<file path="src/rtl/nls_pkg.sv">
// ============================================================================
// nls_pkg: shared types and helpers for the number literal scanner
// Holds the byte class record, the queued beat, the scan phases, the
// phase transition table and the saturating length arithmetic.
// ============================================================================
package nls_pkg;

  // Width of the internal length counter and of the reported length.
  localparam int LENGTH_BITS = 16;
  localparam int TOKEN_W     = 16;
  localparam int WIDE_W      = (LENGTH_BITS > TOKEN_W) ? LENGTH_BITS : TOKEN_W;

  // Depth of the queue between the classifier and the scanner.
  localparam int FIFO_DEPTH = 4;
  localparam int FIFO_AW    = $clog2(FIFO_DEPTH);

  // Character codes the classifier looks for.
  localparam logic [7:0] CH_ZERO  = 8'h30;
  localparam logic [7:0] CH_NINE  = 8'h39;
  localparam logic [7:0] CH_LA    = 8'h61;
  localparam logic [7:0] CH_LB    = 8'h62;
  localparam logic [7:0] CH_LE    = 8'h65;
  localparam logic [7:0] CH_LF    = 8'h66;
  localparam logic [7:0] CH_LO    = 8'h6F;
  localparam logic [7:0] CH_LP    = 8'h70;
  localparam logic [7:0] CH_LX    = 8'h78;
  localparam logic [7:0] CH_LZ    = 8'h7A;
  localparam logic [7:0] CH_UA    = 8'h41;
  localparam logic [7:0] CH_UB    = 8'h42;
  localparam logic [7:0] CH_UE    = 8'h45;
  localparam logic [7:0] CH_UF    = 8'h46;
  localparam logic [7:0] CH_UO    = 8'h4F;
  localparam logic [7:0] CH_UP    = 8'h50;
  localparam logic [7:0] CH_UX    = 8'h58;
  localparam logic [7:0] CH_UZ    = 8'h5A;
  localparam logic [7:0] CH_DOT   = 8'h2E;
  localparam logic [7:0] CH_USCR  = 8'h5F;
  localparam logic [7:0] CH_PLUS  = 8'h2B;
  localparam logic [7:0] CH_MINUS = 8'h2D;

  // Class flags of one text byte.
  typedef struct packed {
    logic dig;
    logic alp;
    logic hx;
    logic us;
    logic dot;
    logic zero;
    logic x;
    logic bo;
    logic p;
    logic e;
    logic sign;
  } char_class_t;

  // One classified beat as it travels through the queue.
  typedef struct packed {
    char_class_t cls;
    logic        first;
    logic        last;
  } beat_t;

  // Scan phases.
  typedef enum logic [3:0] {
    PH_IDLE     = 4'd0,
    PH_ZERO     = 4'd1,
    PH_HEX_INT  = 4'd2,
    PH_HEX_FRAC = 4'd3,
    PH_EXP_SIGN = 4'd4,
    PH_EXP_DIG  = 4'd5,
    PH_RADIX    = 4'd6,
    PH_DEC_INT  = 4'd7,
    PH_DOT      = 4'd8,
    PH_DEC_FRAC = 4'd9,
    PH_SUFFIX   = 4'd10,
    PH_REJECT   = 4'd15
  } phase_t;

  // Phase after taking a byte of class c in phase ph; PH_REJECT if not taken.
  function automatic phase_t next_phase(phase_t ph, char_class_t c);
    phase_t nx;
    nx = PH_REJECT;
    case (ph)
      PH_HEX_INT: begin
        if (c.hx || c.us)      nx = PH_HEX_INT;
        else if (c.dot)        nx = PH_HEX_FRAC;
        else if (c.p)          nx = PH_EXP_SIGN;
        else if (c.alp)        nx = PH_SUFFIX;
      end
      PH_HEX_FRAC: begin
        if (c.hx || c.us)      nx = PH_HEX_FRAC;
        else if (c.p)          nx = PH_EXP_SIGN;
        else if (c.alp)        nx = PH_SUFFIX;
      end
      PH_EXP_SIGN: begin
        if (c.sign || c.dig || c.us) nx = PH_EXP_DIG;
        else if (c.alp)              nx = PH_SUFFIX;
      end
      PH_EXP_DIG, PH_RADIX: begin
        if (c.dig || c.us)     nx = ph;
        else if (c.alp)        nx = PH_SUFFIX;
      end
      PH_DEC_INT: begin
        if (c.dig || c.us)     nx = PH_DEC_INT;
        else if (c.dot)        nx = PH_DOT;
        else if (c.e)          nx = PH_EXP_SIGN;
        else if (c.alp)        nx = PH_SUFFIX;
      end
      PH_DOT: begin
        if (c.dig)             nx = PH_DEC_FRAC;
      end
      PH_DEC_FRAC: begin
        if (c.dig || c.us)     nx = PH_DEC_FRAC;
        else if (c.e)          nx = PH_EXP_SIGN;
        else if (c.alp)        nx = PH_SUFFIX;
      end
      PH_SUFFIX: begin
        if (c.alp || c.us)     nx = PH_SUFFIX;
      end
      default: nx = PH_REJECT;
    endcase
    return nx;
  endfunction

  // Add one or two to the length, sticking at the all-ones value.
  function automatic logic [LENGTH_BITS-1:0] sat_add(logic [LENGTH_BITS-1:0] a,
                                                     logic [1:0] k);
    logic [LENGTH_BITS:0] s;
    s = {1'b0, a} + (LENGTH_BITS+1)'(k);
    return s[LENGTH_BITS] ? '1 : s[LENGTH_BITS-1:0];
  endfunction

  // Clamp the internal length to the width of the reported length.
  function automatic logic [TOKEN_W-1:0] clamp_len(logic [LENGTH_BITS-1:0] a);
    logic [WIDE_W-1:0] w;
    w = WIDE_W'(a);
    return (w > WIDE_W'({TOKEN_W{1'b1}})) ? '1 : w[TOKEN_W-1:0];
  endfunction

endpackage

</file>
<file path="src/rtl/nls_front.sv">
// ============================================================================
// nls_front: byte classifier
// Turns each incoming text byte into the class flags the scanner needs,
// so the queue and the scanner never look at the raw byte.
// ============================================================================
module nls_front (
  input  logic [7:0]    char_byte,
  input  logic          first_char,
  input  logic          last_char,
  output nls_pkg::beat_t beat
);
  import nls_pkg::*;

  char_class_t cls;
  logic        lower;
  logic        upper;

  // Letter and digit ranges; bytes above 127 fall in none of them.
  assign lower = (char_byte >= CH_LA) && (char_byte <= CH_LZ);
  assign upper = (char_byte >= CH_UA) && (char_byte <= CH_UZ);

  // Class flags of the byte.
  always_comb begin
    cls.dig  = (char_byte >= CH_ZERO) && (char_byte <= CH_NINE);
    cls.alp  = lower || upper;
    cls.hx   = cls.dig || ((char_byte >= CH_LA) && (char_byte <= CH_LF))
                       || ((char_byte >= CH_UA) && (char_byte <= CH_UF));
    cls.us   = (char_byte == CH_USCR);
    cls.dot  = (char_byte == CH_DOT);
    cls.zero = (char_byte == CH_ZERO);
    cls.x    = (char_byte == CH_LX) || (char_byte == CH_UX);
    cls.bo   = (char_byte == CH_LB) || (char_byte == CH_UB)
            || (char_byte == CH_LO) || (char_byte == CH_UO);
    cls.p    = (char_byte == CH_LP) || (char_byte == CH_UP);
    cls.e    = (char_byte == CH_LE) || (char_byte == CH_UE);
    cls.sign = (char_byte == CH_PLUS) || (char_byte == CH_MINUS);
  end

  assign beat = '{cls: cls, first: first_char, last: last_char};

endmodule

</file>
<file path="src/rtl/nls_fifo.sv">
// ============================================================================
// nls_fifo: classified beat queue
// A short first-in first-out queue that lets the classifier keep taking
// bytes while the scanner waits on its output.
// ============================================================================
module nls_fifo (
  input  logic           clk,
  input  logic           rst,
  input  logic           push,
  input  nls_pkg::beat_t push_beat,
  output logic           not_full,
  input  logic           pop,
  output logic           not_empty,
  output nls_pkg::beat_t pop_beat
);
  import nls_pkg::*;

  beat_t              mem [FIFO_DEPTH];
  logic [FIFO_AW-1:0] wr_ptr;
  logic [FIFO_AW-1:0] rd_ptr;
  logic [FIFO_AW:0]   fill;
  logic               do_push;
  logic               do_pop;

  assign not_full  = (fill != (FIFO_AW+1)'(FIFO_DEPTH));
  assign not_empty = (fill != '0);
  assign do_push   = push && not_full;
  assign do_pop    = pop && not_empty;
  assign pop_beat  = mem[rd_ptr];

  // Storage write.
  always_ff @(posedge clk) begin
    if (do_push) begin
      mem[wr_ptr] <= push_beat;
    end
  end

  // Pointers and fill level.
  always_ff @(posedge clk) begin
    if (rst) begin
      wr_ptr <= '0;
      rd_ptr <= '0;
      fill   <= '0;
    end else begin
      if (do_push) begin
        wr_ptr <= (wr_ptr == FIFO_AW'(FIFO_DEPTH-1)) ? '0 : wr_ptr + 1'b1;
      end
      if (do_pop) begin
        rd_ptr <= (rd_ptr == FIFO_AW'(FIFO_DEPTH-1)) ? '0 : rd_ptr + 1'b1;
      end
      case ({do_push, do_pop})
        2'b10:   fill <= fill + 1'b1;
        2'b01:   fill <= fill - 1'b1;
        default: fill <= fill;
      endcase
    end
  end

endmodule

</file>
<file path="src/rtl/nls_back.sv">
// ============================================================================
// nls_back: literal scanner
// Walks the scan phase machine over the classified beats, counts the bytes
// taken and registers one result when the literal ends.
// ============================================================================
module nls_back (
  input  logic                        clk,
  input  logic                        rst,
  input  logic                        q_valid,
  input  nls_pkg::beat_t              q_beat,
  output logic                        q_pop,
  output logic                        out_valid,
  input  logic                        out_ready,
  output logic [nls_pkg::TOKEN_W-1:0] token_length,
  output logic                        hit_text_end
);
  import nls_pkg::*;

  phase_t                 phase;
  phase_t                 phase_next;
  logic [LENGTH_BITS-1:0] count;
  logic [LENGTH_BITS-1:0] count_next;

  logic                   active;
  logic                   direct;
  phase_t                 direct_ph;
  phase_t                 ph_eff;
  phase_t                 nx;
  logic [LENGTH_BITS-1:0] base;
  logic [LENGTH_BITS-1:0] sum;
  logic                   emit;
  logic                   emit_end;
  logic [LENGTH_BITS-1:0] emit_len;

  // A beat is taken whenever the output register is free or draining.
  assign q_pop = q_valid && (!out_valid || out_ready);

  // Decode of the current beat against the open scan.
  always_comb begin
    active    = q_beat.first || (phase != PH_IDLE);
    base      = q_beat.first ? '0 : count;
    direct    = 1'b0;
    direct_ph = PH_ZERO;
    if (q_beat.first) begin
      direct    = q_beat.cls.zero;
      direct_ph = PH_ZERO;
    end else if (phase == PH_ZERO) begin
      direct    = q_beat.cls.x || q_beat.cls.bo;
      direct_ph = q_beat.cls.x ? PH_HEX_INT : PH_RADIX;
    end
    ph_eff = (q_beat.first || (phase == PH_ZERO)) ? PH_DEC_INT : phase;
    nx     = next_phase(ph_eff, q_beat.cls);
    // A held dot is counted together with the digit that confirms it.
    sum    = sat_add(base, (!direct && (ph_eff == PH_DOT)) ? 2'd2 : 2'd1);
  end

  // Next scan phase and length.
  always_comb begin
    phase_next = phase;
    count_next = count;
    if (q_pop && active) begin
      if (direct) begin
        phase_next = direct_ph;
        count_next = sum;
      end else if (nx == PH_DOT) begin
        phase_next = PH_DOT;
        count_next = base;
      end else begin
        phase_next = nx;
        count_next = sum;
      end
      if (emit) begin
        phase_next = PH_IDLE;
        count_next = '0;
      end
    end
  end

  // Result of the current beat, if it closes the scan.
  always_comb begin
    emit     = 1'b0;
    emit_end = 1'b0;
    emit_len = sum;
    if (q_pop && active) begin
      if (direct) begin
        emit     = q_beat.last;
        emit_end = 1'b1;
      end else if (nx == PH_REJECT) begin
        emit     = 1'b1;
        emit_len = base;
      end else if (nx == PH_DOT) begin
        // A dot at text end is dropped and the scan closes before it.
        emit     = q_beat.last;
        emit_len = base;
      end else begin
        emit     = q_beat.last;
        emit_end = 1'b1;
      end
    end
  end

  // Scan state.
  always_ff @(posedge clk) begin
    if (rst) begin
      phase <= PH_IDLE;
      count <= '0;
    end else begin
      phase <= phase_next;
      count <= count_next;
    end
  end

  // Output register.
  always_ff @(posedge clk) begin
    if (rst) begin
      out_valid <= 1'b0;
    end else if (emit) begin
      out_valid <= 1'b1;
    end else if (out_ready) begin
      out_valid <= 1'b0;
    end
  end

  always_ff @(posedge clk) begin
    if (emit) begin
      token_length <= clamp_len(emit_len);
      hit_text_end <= emit_end;
    end
  end

endmodule

</file>
<file path="src/rtl/number_literal_scanner.sv">
// ============================================================================
// number_literal_scanner: numeric literal end finder
// A closing byte beat is stored in the queue, then its result is registered.
// Throughput: one byte beat per cycle while the queue is not full; the
// scanner phase machine takes one queued beat each cycle while its output
// register is free or draining.
// Reset: synchronous; clears the queue, closes any open scan and drops a
// pending result. No clearing pass is needed.
// ============================================================================
module number_literal_scanner (
  input  logic                        clk,
  input  logic                        rst,
  input  logic                        in_valid,
  output logic                        in_ready,
  input  logic [7:0]                  char_byte,
  input  logic                        first_char,
  input  logic                        last_char,
  output logic                        out_valid,
  input  logic                        out_ready,
  output logic [nls_pkg::TOKEN_W-1:0] token_length,
  output logic                        hit_text_end
);
  import nls_pkg::*;

  beat_t in_beat;
  beat_t q_beat;
  logic  q_valid;
  logic  q_pop;

  // Classify the incoming byte.
  nls_front u_front (
    .char_byte  (char_byte),
    .first_char (first_char),
    .last_char  (last_char),
    .beat       (in_beat)
  );

  // Queue between classifier and scanner.
  nls_fifo u_fifo (
    .clk       (clk),
    .rst       (rst),
    .push      (in_valid),
    .push_beat (in_beat),
    .not_full  (in_ready),
    .pop       (q_pop),
    .not_empty (q_valid),
    .pop_beat  (q_beat)
  );

  // Scan phase machine and result register.
  nls_back u_back (
    .clk          (clk),
    .rst          (rst),
    .q_valid      (q_valid),
    .q_beat       (q_beat),
    .q_pop        (q_pop),
    .out_valid    (out_valid),
    .out_ready    (out_ready),
    .token_length (token_length),
    .hit_text_end (hit_text_end)
  );

endmodule

</file>
<file path="config.mk">
export PLATFORM = sky130hd
export DESIGN_NAME = number_literal_scanner
export DESIGN_NICKNAME = d
export VERILOG_FILES = /design/src/rtl/nls_pkg.sv /design/src/rtl/nls_front.sv /design/src/rtl/nls_fifo.sv /design/src/rtl/nls_back.sv /design/src/rtl/number_literal_scanner.sv
export SDC_FILE = /design/constraint.sdc
export NUM_CORES = 1
export LEC_CHECK = 0
export BUFFER_PORTS_ARGS = -buffer_cell sky130_fd_sc_hd__buf_2
export CAP_MARGIN = 20
export CORE_ASPECT_RATIO = 0.8
export CORE_MARGIN = 2
export CORE_UTILIZATION = 30
export DETAILED_ROUTE_END_ITERATION = 16
export PLACE_DENSITY_LB_ADDON = 0.15
export SLEW_MARGIN = 20
export SYNTH_ARGS = -nofsm -noshare
export SYNTH_HDL_FRONTEND = slang
export SYNTH_SLANG_ARGS = --single-unit
</file>
<file path="constraint.sdc">
create_clock -name clk -period 6.1 [get_ports clk]
set_input_delay 0.61 -clock clk [delete_from_list [all_inputs] [get_ports clk]]
set_output_delay 0.61 -clock clk [all_outputs]
set_load 0.005 [all_outputs]
</file>
=== Yosys cells after proc, flatten, opt, wreduce, memory -nomap -nowiden ===
Memories as Yosys holds them, arrays and structs flattened. A register that Yosys moved wholly into a read port is not among the register bits.
Cells that the tools add are included.

* Memories: 1
* Bits in registers: 45
* Logic and storage cells: 138
* Input port bits: 14
* Bits in writable memories: 52
* Output and inout bits: 19

* Eq/ne operators: 32
* $lt $le $gt $ge: 9
* $add $sub $neg: 5
* Reductions and logical operators: 36
* Mux-type cells: 47

{| class="wikitable"
|+ Memory list
! memory !! depth !! bits a word !! read ports !! clocked after Yosys merged registers in !! wr ports !! line !! text
|-
| u_fifo.mem || 4 || 13 || 1 || 1 || 1 || nls_fifo.sv:18 || <nowiki>beat_t mem [FIFO_DEPTH];</nowiki>
|}

{| class="wikitable"
|+ Operators by type and width
! cell !! number
|-
| 16-bit two-way mux || 8
|-
| 8-bit by 7-bit == test with 1-bit output (second input constant) || 11
|-
| 4-bit two-way mux || 16
|-
| 8-bit by 6-bit == test with 1-bit output (second input constant) || 4
|-
| 8-bit by 7-bit <= comparator with 1-bit output (second input constant) || 4
|-
| 4-bit one-hot mux with 8 select lines || 1
|-
| 4-bit == test (second input constant) || 5
|-
| 1-bit logical OR || 19
|-
| 16-bit by 2-bit adder with 17-bit output || 1
|-
| 4-bit by 3-bit == test with 1-bit output (second input constant) || 4
|-
| 8-bit by 7-bit greater-or-equal comparator with 1-bit output (second input constant) || 2
|-
| 16-bit > comparator (second input constant) || 1
|-
| 1-bit two-way mux || 12
|-
| 3-bit two-way mux || 4
|-
| 1-bit logical AND || 10
|-
| 2-bit two-way mux || 5
|-
| 4-bit by 2-bit == test with 1-bit output (second input constant) || 2
|-
| 8-bit by 6-bit greater-or-equal comparator with 1-bit output (second input constant) || 1
|-
| 8-bit by 6-bit <= comparator with 1-bit output (second input constant) || 1
|-
| 2-bit == test (second input constant) || 3
|-
| 3-bit one-hot mux with 2 select lines || 1
|-
| 2-bit by 1-bit adder with 2-bit output (second input constant) || 2
|-
| 4-bit by 1-bit == test with 1-bit output (second input constant) || 1
|-
| 2-bit nonzero test || 2
|-
| other kinds (8) || 9
|}

=== Longest topological paths before layout ===
* Word-level depth: 13
* Mapped depth: 17
* Depth with buffers taken out: 14

=== Modules after synthesis ===
From an unflattened synthesis, not the netlist that was laid out.

* Cell total of the unflattened synthesis: 493
* Area, all modules: 5287.6 um^2

{| class="wikitable"
|+ Modules (own cells, without submodules)
! module !! instances !! sequential area each (um^2) !! cells an instance !! area an instance (um^2)
|-
| nls_back || 1 || 930.9 || 332 || 2667.6
|-
| nls_fifo || 1 || 1741.7 || 119 || 2362.3
|-
| nls_front || 1 || 0.0 || 42 || 257.7
|}

=== Worst setup path before layout ===
Ideal clock, no wire load.

* Path kind: reg2reg
* From: register with a tool-made name
* To: register u_back.token_length[2] in the netlist's numbering (data pin)
* Path slack: 2.223 ns
* Period minus slack after synthesis: 3.877 ns
* Arrival: 3.717 ns
* Cell stages (with the launch flop): 15
* Required time: 5.940 ns
* Library setup time: 0.160 ns
* Path buffers: 4
* Cell sequence: dfxtp_1 > buf_6 > mux4_2 > buf_2 > buf_1 > nor3_1 > and2_1 > fa_1 > nand2_1 > nor3_1 > nand2_1 > nor4_1 > clkbuf_1 > nor2_2 > a41oi_1

{| class="wikitable"
|+ RTL lines
! what !! line !! text
|-
| end signal, assigned || nls_back.sv:126 || <nowiki>token_length <= clamp_len(emit_len);</nowiki>
|-
| end, declared || nls_back.sv:14 || <nowiki>output logic [nls_pkg::TOKEN_W-1:0] token_length,</nowiki>
|}

==> results.json <==
{
  "detail_route.wl_per_cell_um": 16.86,
  "ctsLongestPathBuffers": 2,
  "net-switching-power_uw": 1065,
  "port_buffers": 32,
  "worst_setup_path_end_kind": "flip-flop",
  "syn-num-nets": 520,
  "final_critical_path_share_of_the_clock_period": 0.6751,
  "routed_wirelength_um": 12630,
  "gp_congestion": 0.8699,
  "syn_avg_cell_area_sq_um": 10.70,
  "cpMaxStageDelayCell": "mux2_2",
  "final_antenna_net_count": 0,
  "kind_of_path_behind_the_tightest_hold_check": "input port to flip-flop",
  "mostFrequentLayoutCells": "69 x edfxtp_1, 48 x nand2_1, 40 x nor2_1, 32 x buf_2, 30 x dfxtp_1",
  "critical_path.startpoint_type": "flip-flop",
  "grt_first_pass_wirelength_um": 20360,
  "ctsRootBufferMaster": "clkbuf_16",
  "fin_setup_tns_ns": 0,
  "cts_hold_buffers": 0,
  "grt_max_degree": 34,
  "finalSetupViolCount": 0,
  "power.sequential.fraction": 0.354,
  "grt_overflow": 0,
  "avgViaCountPerCell": 5.318,
  "netlist_area_before_placement_sq_um": 5305,
  "floorplan.core_area_sq_um": 17320,
  "timing.critical_path.cells": "buf_4 -> mux2i_1 -> mux2_2 -> nand2_1 -> inv_1 -> ha_1 -> fa_1 -> nand2_1 -> nor4_1 -> nand4_1 -> nor2_1 -> a21oi_1 -> o21ai_0 -> a21oi_1 -> nor4_1",
  "finalWorstPathRequiredPeriod_ns": 4.118,
  "power.internal_uw": 1562,
  "overall_die_area_sq_um": 18770,
  "final-seq-area_sq_um": 2673,
  "maxSlewViolCount": 0,
  "seq_area_frac_synth": 0.5038,
  "worst-path-max-fanout": 33,
  "drc": 0,
  "die_y_um": 122.9,
  "number_of_enable_flip_flop_cells_after_synthesis": 69,
  "detailed_place.area_sq_um": 5653,
  "finalNetCount": 543,
  "n_fill_cell": 1736,
  "cp_num_buf_inv": 2,
  "yosysWarnings": 0,
  "cpPeakStageDelay_ns": 0.62,
  "cts_tree": "built",
  "dp_hpwl_um": 9005,
  "cts.sink_count": 99,
  "ys_dominant_reg_cell": "edfxtp_1",
  "cts.reportedPaths.clkPinSlew_ns": 0.08,
  "worstPathRequired_ns": 6.36,
  "path_class": "flip-flop to flip-flop",
  "clkPwrFrac": 0.214,
  "maxClockFrequency_ghz": 0.2428,
  "worst_hold_slack_after_final_layout_ns": 0.4685,
  "ioPinCount": 33,
  "area_taken_by_multi_input_logic_gates_sq_um": 2415,
  "diodes": 0,
  "combPwrFrac": 0.432,
  "synth_async_sr_flop_share": 0,
  "vdd_ir_drop_max_v": 0.0001943,
  "worst_pin_slew_ns": 0.9679,
  "drt_iter0_drc": 323,
  "syn_to_final_growth_pct": 12.03,
  "grt_pass1_vias": 3635,
  "result_of_the_run": "completed",
  "synth.ff_latch_count": 99,
  "grt_setup_unrepaired": "false",
  "cellLeakagePower_uw": 0.002057,
  "htree_levels": 3,
  "layout.cells.most_common": "edfxtp_1",
  "post_synth_num_cell_types": 72,
  "chipWidth_um": 152.7,
  "path_delay_family": "simple AND/OR/NAND/NOR gates",
  "number_of_antenna_violations_at_the_first_check_in_global_routing": 0,
  "design_area_sq_um": 5943,
  "vias": 3983,
  "worst_ep_arrival_time_ns": 4.38,
  "max-cap-violations": 0,
  "switching_share_of_power": 0.4053,
  "max_slew_margin": 0.3547,
  "layout-drive-gt1-share": 0.1584,
  "grt_util_all_layers": 0.1392,
  "skew_ns": 0.01048,
  "core.rowCount": 43,
  "number_of_gates_given_a_new_drive_strength_after_cts": 0,
  "cts_inserted_buffers": 9,
  "finalHoldViolations": 0,
  "first_pass_iters": 5,
  "power-per-cell-area_nw_per_um2": 442.0,
  "initial_utilization": 0.3062,
  "clock_latency_on_the_worst_skew_pair_ns": 0.35,
  "cts.repair_timing.setup_buffer_count": 0,
  "post_synth_inst_count": 496
}
==> power groups by stage <==
stage | Combinational [uW] | Sequential (uW) | Clock [uW]
finish | 1130 | 929 | 562
global route | 1260 | 945 | 605
CTS | 1150 | 932 | 581
detailed placement | 1140 | 946 | 0
global placement | 1140 | 944 | 0
floorplan | 889 | 921 | 0
==> per-layer routing <==
| layer | global-route usage | share of wire | wire length, um |
|---|---|---|---|
| met1 | 0.2125 | 0.53 | 6666 |
| met2 | 0.1951 | 0.41 | 5195 |
| met3 | 0.03400 | 0.051 | 643 |
| met4 | 0.03877 | 0.0095 | 120 |
| met5 | 0 | 0 | 0 |
==> stage by stage <==
| step | total power, uW | instances | utilization | setup WS (ns) |
|---|---|---|---|---|
| 3_3_place_gp | 2086 | 733 | 0.3263 | 2.109 |
| 5_1_grt | 2814 | 749 | 0.3431 | 1.618 |
| 6_report | 2627 | 749 | 0.3431 | 1.982 |
| 3_5_place_dp | 2087 | 733 | 0.3263 | 2.056 |
| 2_1_floorplan | 1810 | 496 | - | 2.223 |
| 4_1_cts | 2658 | 749 | 0.3431 | 1.995 |
==> cell type report <==
type,instances,area share
multi-input cells,350,0.4063
repair buffers,38,0.03453
inverters,21,0.01326
clock inverters,7,0.01095
clock buffers,9,0.03789
flip-flops and latches,99,0.4497
well taps,225,0.04737
==> sequential cells by signal, summed over array words and instances (netlist names), named ones only <==
register             flops
u_fifo.mem              52
u_back.count            16
u_back.token_length     16
u_back.phase             4
u_fifo.fill              3
u_fifo.rd_ptr            2
u_fifo.wr_ptr            2
u_back.hit_text_end      1
u_back.out_valid         1
==> cells by family after synthesis <==
kind of cell             count (synthesis)  share of synthesized area
AO/OA/AOI/OAI                          121                     0.1561
AND/OR/NAND/NOR                        190                     0.1858
multiplexers                            19                    0.06911
flip-flops                              99                     0.5038
adder cells (fa/ha/maj)                 10                    0.02642
XOR/XNOR                                10                    0.01651
buffers and inverters                   47                    0.04222
==> worst paths after layout <==
| path | to | slack, ns | depth (start not counted) | from |
|---|---|---|---|---|
| worst max-delay path | u_back.count[10]$_SDFFE_PP0P_ | 1.98 | 15 | flip-flop |
| worst min-delay path | u_fifo.mem[1][0]$_DFFE_PP_ | 0.47 | 1 | last_char |
| worst max register to register | u_back.count[10]$_SDFFE_PP0P_ | 1.98 | 15 | flip-flop |
| worst min register to register | u_fifo.rd_ptr[1]$_SDFFE_PP0P_ | 0.49 | 2 | u_fifo.rd_ptr[1]$_SDFFE_PP0P_ |
==> Yosys cell counts (10+ instances only) <==
library cell  count  area [sq um]
a21oi_1          29         145.1
and3_1           11         68.82
clkbuf_1         13         48.80
dfxtp_1          30         600.6
edfxtp_1         69          2072
inv_1            21         78.83
mux4_2           10         225.2
nand2_1          48         180.2
nand3_1          17         85.08
nor2_1           40         150.1
nor3_1           23         115.1
o21ai_0          22         110.1
==> worst reg2reg max path: stages (launching register included) <==
cell and delay (ns):
dfxtp_1 0.31, buf_4 0.24, mux2i_1 0.21, mux2_2 0.62
nand2_1 0.21, inv_1 0.11, ha_1 0.18, fa_1 0.26
nand2_1 0.17, nor4_1 0.47, nand4_1 0.24, nor2_1 0.41
a21oi_1 0.07, o21ai_0 0.15, a21oi_1 0.11, nor4_1 0.28
Power figures use the tool's default switching activity.
